$ cat config.mk
export PLATFORM = sky130hd
export DESIGN_NAME = voxel_ray_dda_traversal_unit
export DESIGN_NICKNAME = d
export VERILOG_FILES = /design/src/sv/vrdda_pkg.sv /design/src/sv/vrdda_div.sv /design/src/sv/voxel_ray_dda_traversal_unit.sv
export VERILOG_INCLUDE_DIRS = /design/src /design/src/sv
export SDC_FILE = /design/constraint.sdc
export NUM_CORES = 2
export LEC_CHECK = 0
export BUFFER_PORTS_ARGS = -buffer_cell sky130_fd_sc_hd__clkbuf_2
export CAP_MARGIN = 10
export CORE_ASPECT_RATIO = 1.5
export CORE_MARGIN = 1
export CORE_UTILIZATION = 33
export CTS_BUF_LIST = sky130_fd_sc_hd__clkbuf_8
export DETAILED_ROUTE_END_ITERATION = 8
export RECOVER_POWER = 50
export SKIP_CTS_REPAIR_TIMING = 1
export SYNTH_ARGS = -nofsm -noshare
export SYNTH_HDL_FRONTEND = slang
export SYNTH_SLANG_ARGS = --single-unit
$ cat constraint.sdc
create_clock -name i_clk -period 18.8 [get_ports i_clk]
set_clock_uncertainty 0.2 [all_clocks]
set_input_delay 3.76 -clock i_clk [delete_from_list [all_inputs] [get_ports i_clk]]
set_output_delay 3.76 -clock i_clk [all_outputs]
set_load 0.01 [all_outputs]
$ cat src/sv/voxel_ray_dda_traversal_unit_defines.svh
// ---------------------------------------------------------------------------
// Voxel ray DDA traversal assertion macros
// Shared concurrent assertion forms, clocked on i_clk and disabled in reset.
// ---------------------------------------------------------------------------
`ifndef VOXEL_RAY_DDA_TRAVERSAL_UNIT_DEFINES_SVH
`define VOXEL_RAY_DDA_TRAVERSAL_UNIT_DEFINES_SVH

// Same-cycle implication.
`define VRDDA_ASSERT_NOW(label, ante, cons) \
    label: assert property (@(posedge i_clk) disable iff (!i_rst_n) (ante) |-> (cons)) \
        else $error("vrdda assertion failed");

// Next-cycle implication.
`define VRDDA_ASSERT_NEXT(label, ante, cons) \
    label: assert property (@(posedge i_clk) disable iff (!i_rst_n) (ante) |=> (cons)) \
        else $error("vrdda assertion failed");

`endif

$ cat src/sv/vrdda_pkg.sv
// ---------------------------------------------------------------------------
// Voxel ray DDA traversal package
// Word types of the request and result channels and fixed codes.
// ---------------------------------------------------------------------------
package vrdda_pkg;

    localparam int COORD_W = 32;
    localparam int CFG_W   = 32;
    localparam int T_OUT_W = 40;

    localparam logic [CFG_W-1:0] CELL_SIZE_RESET = 32'd65536;

    localparam logic REQ_START = 1'b0;
    localparam logic REQ_STEP  = 1'b1;

    localparam logic [1:0] AXIS_X    = 2'd0;
    localparam logic [1:0] AXIS_Y    = 2'd1;
    localparam logic [1:0] AXIS_Z    = 2'd2;
    localparam logic [1:0] AXIS_NONE = 2'd3;

    typedef struct packed {
        logic                      req_type;
        logic signed [COORD_W-1:0] origin_x;
        logic signed [COORD_W-1:0] origin_y;
        logic signed [COORD_W-1:0] origin_z;
        logic signed [COORD_W-1:0] dir_x;
        logic signed [COORD_W-1:0] dir_y;
        logic signed [COORD_W-1:0] dir_z;
    } t_req;

    typedef struct packed {
        logic [1:0]                stepped_axis;
        logic signed [COORD_W-1:0] cell_x;
        logic signed [COORD_W-1:0] cell_y;
        logic signed [COORD_W-1:0] cell_z;
        logic [T_OUT_W-1:0]        t_now;
    } t_res;

endpackage

$ cat src/sv/vrdda_div.sv
// ---------------------------------------------------------------------------
// Voxel ray DDA restoring divider
// Unsigned divider, one quotient bit per cycle, with remainder.
// ---------------------------------------------------------------------------
module vrdda_div #(
    parameter int DVD_W = 48,
    parameter int DVS_W = 32
) (
    input  logic             i_clk,
    input  logic             i_rst_n,
    input  logic             i_start,
    input  logic [DVD_W-1:0] i_dividend,
    input  logic [DVS_W-1:0] i_divisor,
    output logic             o_done,
    output logic [DVD_W-1:0] o_quot,
    output logic [DVS_W-1:0] o_rem
);

    localparam int CNT_W = $clog2(DVD_W + 1);

    logic             r_busy;
    logic             r_done;
    logic [CNT_W-1:0] r_cnt;
    logic [DVD_W-1:0] r_quot;
    logic [DVS_W-1:0] r_rem;
    logic [DVS_W-1:0] r_dvs;

    logic [DVS_W:0]   rem_sh;
    logic [DVS_W:0]   diff;
    logic [DVS_W-1:0] n_rem;
    logic             q_bit;

    always_comb begin
        rem_sh = {r_rem, r_quot[DVD_W-1]};
        diff   = rem_sh - {1'b0, r_dvs};
        q_bit  = ~diff[DVS_W];
        n_rem  = q_bit ? diff[DVS_W-1:0] : rem_sh[DVS_W-1:0];
    end

    always_ff @(posedge i_clk) begin
        if (!i_rst_n) begin
            r_busy <= 1'b0;
            r_done <= 1'b0;
            r_cnt  <= '0;
        end else begin
            r_done <= 1'b0;
            if (i_start) begin
                r_busy <= 1'b1;
                r_cnt  <= CNT_W'(DVD_W);
                r_quot <= i_dividend;
                r_rem  <= '0;
                r_dvs  <= i_divisor;
            end else if (r_busy) begin
                r_quot <= {r_quot[DVD_W-2:0], q_bit};
                r_rem  <= n_rem;
                r_cnt  <= r_cnt - CNT_W'(1);
                if (r_cnt == CNT_W'(1)) begin
                    r_busy <= 1'b0;
                    r_done <= 1'b1;
                end
            end
        end
    end

    assign o_done = r_done;
    assign o_quot = r_quot;
    assign o_rem  = r_rem;

endmodule

$ cat src/sv/voxel_ray_dda_traversal_unit.sv
// ---------------------------------------------------------------------------
// Voxel ray DDA traversal unit
// Amanatides-Woo grid traversal of a ray in signed fixed point.
// ---------------------------------------------------------------------------
// A step word is taken when the block is idle and its result is
// registered in the next cycle, so steps run one per cycle as long as results
// are taken. A start word runs through one shared restoring divider, one
// quotient bit per cycle: per axis a floor division of the origin by the cell
// size and, unless that direction is zero, the boundary and per-cell
// distances. No word is accepted while a start runs. Distances saturate at
// all ones, which stands for infinity; cell indices wrap.
`include "voxel_ray_dda_traversal_unit_defines.svh"

module voxel_ray_dda_traversal_unit
    import vrdda_pkg::*;
#(
    parameter int FRAC_BITS = 16,
    parameter int T_WIDTH   = 40
) (
    input  logic             i_clk,
    input  logic             i_rst_n,
    input  logic             i_cfg_wr_en,
    input  logic [CFG_W-1:0] i_cfg_wr_data,
    input  logic             i_in_valid,
    output logic             o_in_stall,
    input  t_req             i_req,
    output logic             o_out_valid,
    input  logic             i_out_stall,
    output t_res             o_res
);

    localparam int DVD_W = COORD_W + FRAC_BITS;
    localparam int SAT_W = (DVD_W > T_WIDTH) ? DVD_W : T_WIDTH;
    localparam logic [T_WIDTH-1:0] T_MAX = {T_WIDTH{1'b1}};

    localparam logic [1:0] PH_ORG = 2'd0;
    localparam logic [1:0] PH_BND = 2'd1;
    localparam logic [1:0] PH_PER = 2'd2;

    typedef enum logic [3:0] {
        ST_IDLE   = 4'b0001,
        ST_LAUNCH = 4'b0010,
        ST_WAIT   = 4'b0100,
        ST_FINISH = 4'b1000
    } t_state;

    t_state             r_state;
    logic [CFG_W-1:0]   r_cell_size;
    t_req               r_req;
    t_res               r_res;
    logic               r_out_valid;
    logic [1:0]         r_axis;
    logic [1:0]         r_phase;
    logic [COORD_W-1:0] r_rem_fl;
    logic [COORD_W-1:0] r_cell [3];
    logic               r_neg  [3];
    logic [T_WIDTH-1:0] r_tnb  [3];
    logic [T_WIDTH-1:0] r_tpc  [3];

    logic               in_acc;
    logic               out_free;
    logic               res_load;
    logic [CFG_W-1:0]   cs_eff;

    // Step datapath
    logic [1:0]         step_axis;
    logic [T_WIDTH-1:0] step_t;
    logic [T_WIDTH-1:0] step_pc;
    logic [T_WIDTH:0]   step_sum;
    logic [T_WIDTH-1:0] n_tnb_step;
    logic [COORD_W-1:0] n_cell_step [3];

    // Start datapath
    logic [COORD_W-1:0] cur_org;
    logic [COORD_W-1:0] cur_dir;
    logic [COORD_W-1:0] org_mag;
    logic [COORD_W-1:0] dir_mag;
    logic [COORD_W-1:0] bnd_dist;
    logic [COORD_W-1:0] uq;
    logic [COORD_W-1:0] fl_q;
    logic [COORD_W-1:0] fl_rem;
    logic [SAT_W-1:0]   q_ext;
    logic [T_WIDTH-1:0] q_sat;

    logic               div_start;
    logic [DVD_W-1:0]   div_dividend;
    logic [COORD_W-1:0] div_divisor;
    logic               div_done;
    logic [DVD_W-1:0]   div_quot;
    logic [COORD_W-1:0] div_rem;

    assign out_free   = !r_out_valid || !i_out_stall;
    assign o_in_stall = !((r_state == ST_IDLE) && out_free);
    assign in_acc     = i_in_valid && !o_in_stall;
    assign cs_eff     = (r_cell_size == '0) ? CFG_W'(1) : r_cell_size;
    assign res_load   = (in_acc && (i_req.req_type == REQ_STEP)) ||
                        ((r_state == ST_FINISH) && out_free);

    // Least boundary distance wins; ties keep the lower axis.
    always_comb begin
        step_axis = AXIS_X;
        step_t    = r_tnb[0];
        step_pc   = r_tpc[0];
        if (r_tnb[1] < step_t) begin
            step_axis = AXIS_Y;
            step_t    = r_tnb[1];
            step_pc   = r_tpc[1];
        end
        if (r_tnb[2] < step_t) begin
            step_axis = AXIS_Z;
            step_t    = r_tnb[2];
            step_pc   = r_tpc[2];
        end
        step_sum   = {1'b0, step_t} + {1'b0, step_pc};
        n_tnb_step = step_sum[T_WIDTH] ? T_MAX : step_sum[T_WIDTH-1:0];
        for (int i = 0; i < 3; i++) begin
            if (step_axis == 2'(i)) begin
                n_cell_step[i] = r_neg[i] ? (r_cell[i] - COORD_W'(1))
                                          : (r_cell[i] + COORD_W'(1));
            end else begin
                n_cell_step[i] = r_cell[i];
            end
        end
    end

    always_comb begin
        case (r_axis)
            AXIS_X: begin
                cur_org = r_req.origin_x;
                cur_dir = r_req.dir_x;
            end
            AXIS_Y: begin
                cur_org = r_req.origin_y;
                cur_dir = r_req.dir_y;
            end
            default: begin
                cur_org = r_req.origin_z;
                cur_dir = r_req.dir_z;
            end
        endcase
        org_mag  = cur_org[COORD_W-1] ? (~cur_org + COORD_W'(1)) : cur_org;
        dir_mag  = cur_dir[COORD_W-1] ? (~cur_dir + COORD_W'(1)) : cur_dir;
        bnd_dist = cur_dir[COORD_W-1] ? r_rem_fl : (cs_eff - r_rem_fl);

        // Truncated quotient turned into floor division for a negative origin.
        uq = div_quot[COORD_W-1:0];
        if (!cur_org[COORD_W-1]) begin
            fl_q   = uq;
            fl_rem = div_rem;
        end else if (div_rem == '0) begin
            fl_q   = COORD_W'(0) - uq;
            fl_rem = '0;
        end else begin
            fl_q   = ~uq;
            fl_rem = cs_eff - div_rem;
        end

        q_ext = SAT_W'(div_quot);
        q_sat = (q_ext > SAT_W'(T_MAX)) ? T_MAX : T_WIDTH'(div_quot);

        case (r_phase)
            PH_ORG: begin
                div_dividend = DVD_W'(org_mag);
                div_divisor  = cs_eff;
            end
            PH_BND: begin
                div_dividend = {bnd_dist, {FRAC_BITS{1'b0}}};
                div_divisor  = dir_mag;
            end
            default: begin
                div_dividend = {cs_eff, {FRAC_BITS{1'b0}}};
                div_divisor  = dir_mag;
            end
        endcase
    end

    assign div_start = (r_state == ST_LAUNCH);

    vrdda_div #(
        .DVD_W (DVD_W),
        .DVS_W (COORD_W)
    ) u_div (
        .i_clk      (i_clk),
        .i_rst_n    (i_rst_n),
        .i_start    (div_start),
        .i_dividend (div_dividend),
        .i_divisor  (div_divisor),
        .o_done     (div_done),
        .o_quot     (div_quot),
        .o_rem      (div_rem)
    );

    always_ff @(posedge i_clk) begin
        if (!i_rst_n) begin
            r_state     <= ST_IDLE;
            r_cell_size <= CELL_SIZE_RESET;
            r_out_valid <= 1'b0;
            r_axis      <= AXIS_X;
            r_phase     <= PH_ORG;
            for (int i = 0; i < 3; i++) begin
                r_cell[i] <= '0;
                r_neg[i]  <= 1'b0;
                r_tnb[i]  <= T_MAX;
                r_tpc[i]  <= T_MAX;
            end
        end else begin
            if (i_cfg_wr_en) begin
                r_cell_size <= i_cfg_wr_data;
            end
            if (res_load) begin
                r_out_valid <= 1'b1;
            end else if (r_out_valid && !i_out_stall) begin
                r_out_valid <= 1'b0;
            end
            case (r_state)
                ST_IDLE: begin
                    if (in_acc) begin
                        if (i_req.req_type == REQ_START) begin
                            r_req   <= i_req;
                            r_axis  <= AXIS_X;
                            r_phase <= PH_ORG;
                            r_state <= ST_LAUNCH;
                        end else begin
                            for (int i = 0; i < 3; i++) begin
                                r_cell[i] <= n_cell_step[i];
                                if (step_axis == 2'(i)) begin
                                    r_tnb[i] <= n_tnb_step;
                                end
                            end
                            r_res.stepped_axis <= step_axis;
                            r_res.cell_x       <= n_cell_step[0];
                            r_res.cell_y       <= n_cell_step[1];
                            r_res.cell_z       <= n_cell_step[2];
                            r_res.t_now        <= T_OUT_W'(step_t);
                        end
                    end
                end
                ST_LAUNCH: begin
                    r_state <= ST_WAIT;
                end
                ST_WAIT: begin
                    if (div_done) begin
                        case (r_phase)
                            PH_ORG: begin
                                r_rem_fl <= fl_rem;
                                for (int i = 0; i < 3; i++) begin
                                    if (r_axis == 2'(i)) begin
                                        r_cell[i] <= fl_q;
                                        r_neg[i]  <= cur_dir[COORD_W-1];
                                        if (cur_dir == '0) begin
                                            r_tnb[i] <= T_MAX;
                                            r_tpc[i] <= T_MAX;
                                        end
                                    end
                                end
                                if (cur_dir != '0) begin
                                    r_phase <= PH_BND;
                                    r_state <= ST_LAUNCH;
                                end else if (r_axis == AXIS_Z) begin
                                    r_state <= ST_FINISH;
                                end else begin
                                    r_axis  <= r_axis + 2'd1;
                                    r_state <= ST_LAUNCH;
                                end
                            end
                            PH_BND: begin
                                for (int i = 0; i < 3; i++) begin
                                    if (r_axis == 2'(i)) begin
                                        r_tnb[i] <= q_sat;
                                    end
                                end
                                r_phase <= PH_PER;
                                r_state <= ST_LAUNCH;
                            end
                            default: begin
                                for (int i = 0; i < 3; i++) begin
                                    if (r_axis == 2'(i)) begin
                                        r_tpc[i] <= q_sat;
                                    end
                                end
                                r_phase <= PH_ORG;
                                if (r_axis == AXIS_Z) begin
                                    r_state <= ST_FINISH;
                                end else begin
                                    r_axis  <= r_axis + 2'd1;
                                    r_state <= ST_LAUNCH;
                                end
                            end
                        endcase
                    end
                end
                ST_FINISH: begin
                    if (out_free) begin
                        r_res.stepped_axis <= AXIS_NONE;
                        r_res.cell_x       <= r_cell[0];
                        r_res.cell_y       <= r_cell[1];
                        r_res.cell_z       <= r_cell[2];
                        r_res.t_now        <= '0;
                        r_state            <= ST_IDLE;
                    end
                end
                default: begin
                    r_state <= ST_IDLE;
                end
            endcase
        end
    end

    assign o_out_valid = r_out_valid;
    assign o_res       = r_res;

    // A busy sequencer never takes a word.
    `VRDDA_ASSERT_NOW(a_busy_stalls, r_state != ST_IDLE, o_in_stall)
    // An accepted step shows its result in the next cycle.
    `VRDDA_ASSERT_NEXT(a_step_result, in_acc && (i_req.req_type == REQ_STEP),
        o_out_valid && (o_res.stepped_axis != AXIS_NONE))
    // A start result always reports a zero entry distance.
    `VRDDA_ASSERT_NOW(a_start_t_zero, o_out_valid && (o_res.stepped_axis == AXIS_NONE),
        o_res.t_now == '0)
    // The divider only finishes while the sequencer waits for it.
    `VRDDA_ASSERT_NOW(a_div_done_wait, div_done, r_state == ST_WAIT)

endmodule

======== Word-level counts from Yosys, hierarchy flattened ========
Memory sizes are Yosys's and may differ from the RTL's.
Cells that the tools add are included.
word-level totals
  bits of input ports ..................... 230
  output and inout port bits .............. 140
  register bits after elaboration ......... 523
  memories kept ........................... 4
  word-level logic and storage cells ...... 303
  RAM bits ................................ 339
operators by class
  bitwise gates (word level) .............. 31
  $add $sub $neg .......................... 15
  multiplexer cells ....................... 176
  reduce and logical (&&, ||, !) cells .... 32
  equal/unequal tests ..................... 18
  $lt $le $gt $ge ......................... 3
memories
  name    depth  width  read ports  clocked after Yosys merged registers in  write ports  RTL line                            source
  r_tnb   3      40     3           0                                        3            voxel_ray_dda_traversal_unit.sv:57  logic [T_WIDTH-1:0] r_tnb [3];
  r_tpc   3      40     3           0                                        3            voxel_ray_dda_traversal_unit.sv:58  logic [T_WIDTH-1:0] r_tpc [3];
  r_cell  3      32     3           0                                        3            voxel_ray_dda_traversal_unit.sv:55  logic [COORD_W-1:0] r_cell [3];
  r_neg   3      1      3           0                                        3            voxel_ray_dda_traversal_unit.sv:56  logic r_neg [3];
operators with widths
  kind                                                   count
  2-to-1 mux 40 bit                                      21
  2-to-1 mux 32 bit                                      23
  2-to-1 mux 138 bit                                     3
  case mux 138 bit (2 select lines)                      1
  adder 32 x 1 -> 32 bit (second input constant)         5
  case mux 32 bit (2 select lines)                       2
  2-to-1 mux 1 bit                                       101
  logical NOT 32 bit                                     3
  2-to-1 mux 48 bit                                      2
  inverter 32 bit                                        3
  case mux 48 bit (2 select lines)                       1
  subtractor 32 x 1 -> 32 bit (second input constant)    3
  less-than comparator 40 bit                            2
  subtractor 32 bit                                      2
  > comparator 48 x 40 -> 1 bit (second input constant)  1
  adder 40 x 40 -> 41 bit                                1
  subtractor 33 x 32 -> 33 bit                           1
  nonzero test 32 bit                                    1
  subtractor 1 x 32 -> 32 bit (first input constant)     1
  2-to-1 mux 4 bit                                       6
  bitwise OR 1 bit                                       24
  2-to-1 mux 2 bit                                       8
  case mux 2 bit (2 select lines)                        4
  case mux 4 bit (4 select lines)                        1
  other kinds (26)                                       55

======== Depth between registers and ports, before layout ========
An unclocked memory read counts as a cell.
  word-level depth ........................ 15
  depth in mapped cells ................... 38

======== By module ========
A second synthesis with hierarchy kept.
unflattened totals
  cells, all modules ...................... 4,749
  area total of the unflattened synthesis .. 50,992.7 sq um
modules (own cells, without submodules)
  module                        area an instance (sq um)  seq. area each (sq um)  instances  cells an instance
  voxel_ray_dda_traversal_unit  44,541.5                  21,871.0                1          4,221
  vrdda_div                     6,451.2                   3,523.4                 1          528

======== Worst setup path after synthesis ========
OpenSTA, ideal clock, no wires.
  path kind ............................... in2reg
  from .................................... in i_rst_n
  to ...................................... reg r_res, in the netlist o_res[0], enable pin
  data required time ...................... 17,963 ps
  data arrival time ....................... 9,883 ps
  library setup time ...................... 637 ps
  stages .................................. 3
  slack ................................... 8,080 ps
  path through ............................ clkbuf_1 o211ai_1 nor2_1
on the way
  cells in the longest elaborated chain, start to end .. 1
RTL lines
  item                           RTL line                            source
  start, declared                voxel_ray_dda_traversal_unit.sv:21  input logic i_rst_n,
  AND reduction 5 bit (no line)  -
  end, declared                  voxel_ray_dda_traversal_unit.sv:50  t_res r_res;
No other way between the ends.
A chain may end at the register's enable or synchronous reset.

==> results.cfg <==
[die]
start_util = 0.3333
core_area_um2 = 152200
fp-row-count = 175
die-width_um = 322.1
num_io_pins = 370
fp.dieArea_um2 = 155300
die_height_um = 482.1

[synth]
async_reset_ff_frac = 0
synthesis.nets = 5277
synth_edf_count = 813
ys_ff_latch = 862
synthTopCellsByCount = 813 x edfxtp_1, 464 x nand2_1, 408 x a21oi_1
ys_types = 99
yosys_warnings = 0
yosysMostFrequentCell = edfxtp_1
syn_area_um2 = 50720
synth_flop_cell = edfxtp_1
seq_area_frac_synth = 0.5007
post_synth.cell_area_avg_um2 = 10.72
synth_top_area_share = 0.4814
ys_top_cells_by_area = edfxtp_1 48%, ha_1 7.6%, a21oi_1 4.0%, mux2i_1 3.8%, nand2_1 3.4%
synth_top_area_cell = edfxtp_1
synthCells = 4730

[placement]
portBuffers = 369
dp.cells = 6968
place.gp.congestion = 0.9217
hpwl_mm = 110.7

[power_and_ir_drop]
p_switching_uw = 1076
p_comb_frac = 0.096
p_int_uw = 3169
leakage_uw = 0.02219
sw_frac_of_total = 0.2535
p_clk_frac = 0.386
power_density_nw_per_um2 = 74.32
power_frac_seq = 0.518
vdd_drop_max_uv = 60.26

[timing]
min_period_ns = 11.78
worst_pin_slew_ns = 4.166
hold_viol_final = 0
clock.fmax_mhz = 84.90
drv_slew = 730
slew_headroom = -1.778
fin_crit_sh = 0.6265
finalSetupTns_ns = 0
setup_viol = 0
rsz0062_at_grt = no

[drt]
vias = 37960
dr.pass1.iters = 6
routedWlPerCell_um = 20.69
drcViolationCount = 0
antenna_left = 0
drtIter0Drc = 2525
wirelength_mm = 149.6
via_per_inst = 5.250

[grt]
antenna_found_initial = 4
grt_max_degree = 96
grt_pass1_wl_mm = 223.5
overflow = 0
grt_usage = 0.1897
grt_pass1_vias = 37540

[finish]
drive_gt1_frac = 0.1100
fill_cells = 15090
area_growth_pct = 12.62
final_cells = 7230
fin_util = 0.3753
nets = 5630

[setup_path]
worstPathMaxFanout = 95
cp-end-kind = flop
slowest_delay_ns = 0.87
cpLargestDelayFamily = compound AO/OA/AOI/OAI gates
cp.required_ns = 19.22
critical_path.slowest_cell = o31ai_1
path_class = reg2reg
r2r-start = r_tnb[0][67]$_DFFE_PP_
startpoint = r_tnb[0][67]$_DFFE_PP_
crit_top_cell = buf_4
critPathBufInv = 6
arrival_ns = 12.20
startpoint_type = flop

[clock_tree]
clk_latency_ns = 0.85
cts.sinks = 862
h-tree-depth = 4
clock_path_buffers = 3
cts-root-buf = clkbuf_8
cts_tree = yes
path_clk_slew_ns = 0.06
numCtsBuffers = 148

[outcome]
violations = capacitance limit, slew limit
status = finished with violations

[hold_path]
hp-start = u_div.r_cnt[1]$_SDFFE_PP0P_
holdCritPathClass = reg2reg

[flow_run]
maxCapViolCount = 17
[final timing paths]
| check | cells after the start | slack (ns) | end |
|---|---|---|---|
| worst min-delay path | 2 | 0.31 | u_div.r_cnt[1]$_SDFFE_PP0P_ |
| worst max register to register | 35 | 7.02 | r_tnb[0][119]$_DFFE_PP_ |
| worst min register to register | 2 | 0.31 | u_div.r_cnt[1]$_SDFFE_PP0P_ |
| worst max-delay path | 35 | 7.02 | r_tnb[0][119]$_DFFE_PP_ |
[worst register-to-register path: cells and delay by family (launching register included)]
| kind | cells | cell delay, ns |
|---|---|---|
| adders and majority gates | 4 | 1.32 |
| AOI/OAI and AO/OA | 16 | 4.85 |
| and+or+nand+nor | 8 | 1.34 |
| DFF | 1 | 0.40 |
| muxes | 1 | 0.26 |
| buffers and inverters | 6 | 3.20 |
[state kept, by name (all words and copies together), names as in the netlist]
signal	cells
u_div.o_rem	32
r_phase	2
r_cell	96
u_div.r_busy	1
u_div.r_dvs	32
r_rem_fl	32
r_tnb	120
u_div.r_cnt	6
r_state	4
o_res	138
u_div.o_quot	48
r_axis	2
o_out_valid	1
u_div.o_done	1
r_cell_size	32
r_neg	3
r_req	192
r_tpc	120
[placed cells by master, fill, tap and decap left out, types with 35 or more instances in the layout]
| cell type | instances |
|---|---|
| and3_1 | 35 |
| a211oi_1 | 38 |
| o22a_1 | 40 |
| clkbuf_8 | 156 |
| nand3_1 | 95 |
| clkbuf_1 | 156 |
| o21a_1 | 38 |
| nand2b_1 | 71 |
| buf_4 | 45 |
| mux2i_1 | 191 |
| xor2_1 | 108 |
| nand2_1 | 465 |
| nor2_1 | 324 |
| nor3_1 | 35 |
| ha_1 | 309 |
| clkbuf_2 | 227 |
| inv_1 | 251 |
| and2_1 | 58 |
| a21oi_1 | 408 |
| o21ai_0 | 252 |
| xnor2_1 | 188 |
| edfxtp_1 | 813 |
| a21o_1 | 134 |
| o21ai_1 | 55 |
| dfxtp_1 | 49 |
| a22o_1 | 57 |
[per-stage QoR]
stage / power [uW] / instance area [um^2] / hold slack [ns] / setup WS, ns
after floorplan: 2517 / 50720 / 0.2685 / 8.080
final: 4245 / 57120 / 0.3144 / 7.021
after global routing: 4414 / 57110 / 0.3580 / 6.325
after CTS: 4295 / 57470 / 0.3196 / 7.022
after global placement: 2640 / 54720 / 0.2798 / 7.144
after detailed placement: 2646 / 54720 / 0.3036 / 7.064
[routing by layer]
layer | global-route usage | routed length, um
met4 | 0.09657 | 7432
met2 | 0.3367 | 74400
met3 | 0.03047 | 8012
met1 | 0.2192 | 59750
met5 | 0 | 12
[kinds of logic (layout without fill, tap and decap cells)]
group,after synthesis,in the layout,share of synthesized area
compound gates,1339,1339,0.1722
xor+xnor,297,297,0.05166
fa+ha+maj,317,317,0.07924
buf+inv,435,895,0.03592
flops,862,862,0.5007
mux,219,219,0.04399
other cells,0,5,0
simple gates,1261,1261,0.1163
[power groups by stage]
stage / combinational, uW / sequential (uW) / clock, uW
after CTS: 413 / 2200 / 1690
after global placement: 407 / 2230 / 0
after global routing: 453 / 2200 / 1760
after detailed placement: 411 / 2230 / 0
final: 408 / 2200 / 1640
after floorplan: 283 / 2230 / 0
[area by class of cell]
class / instances / area, um^2 / area share
Multi-Input combinational cell: 3433 / 23560 / 0.4125
Inverter: 210 / 788.3 / 0.01380
Sequential cell: 862 / 25390 / 0.4446
Antenna cell: 5 / 12.51 / 0.0002191
Clock buffer: 156 / 2147 / 0.03759
Timing Repair Buffer: 428 / 2059 / 0.03606
Clock inverter: 101 / 608.1 / 0.01065
Tap cell: 2035 / 2546 / 0.04458
Note: power is estimated with default switching activity, not from simulation.
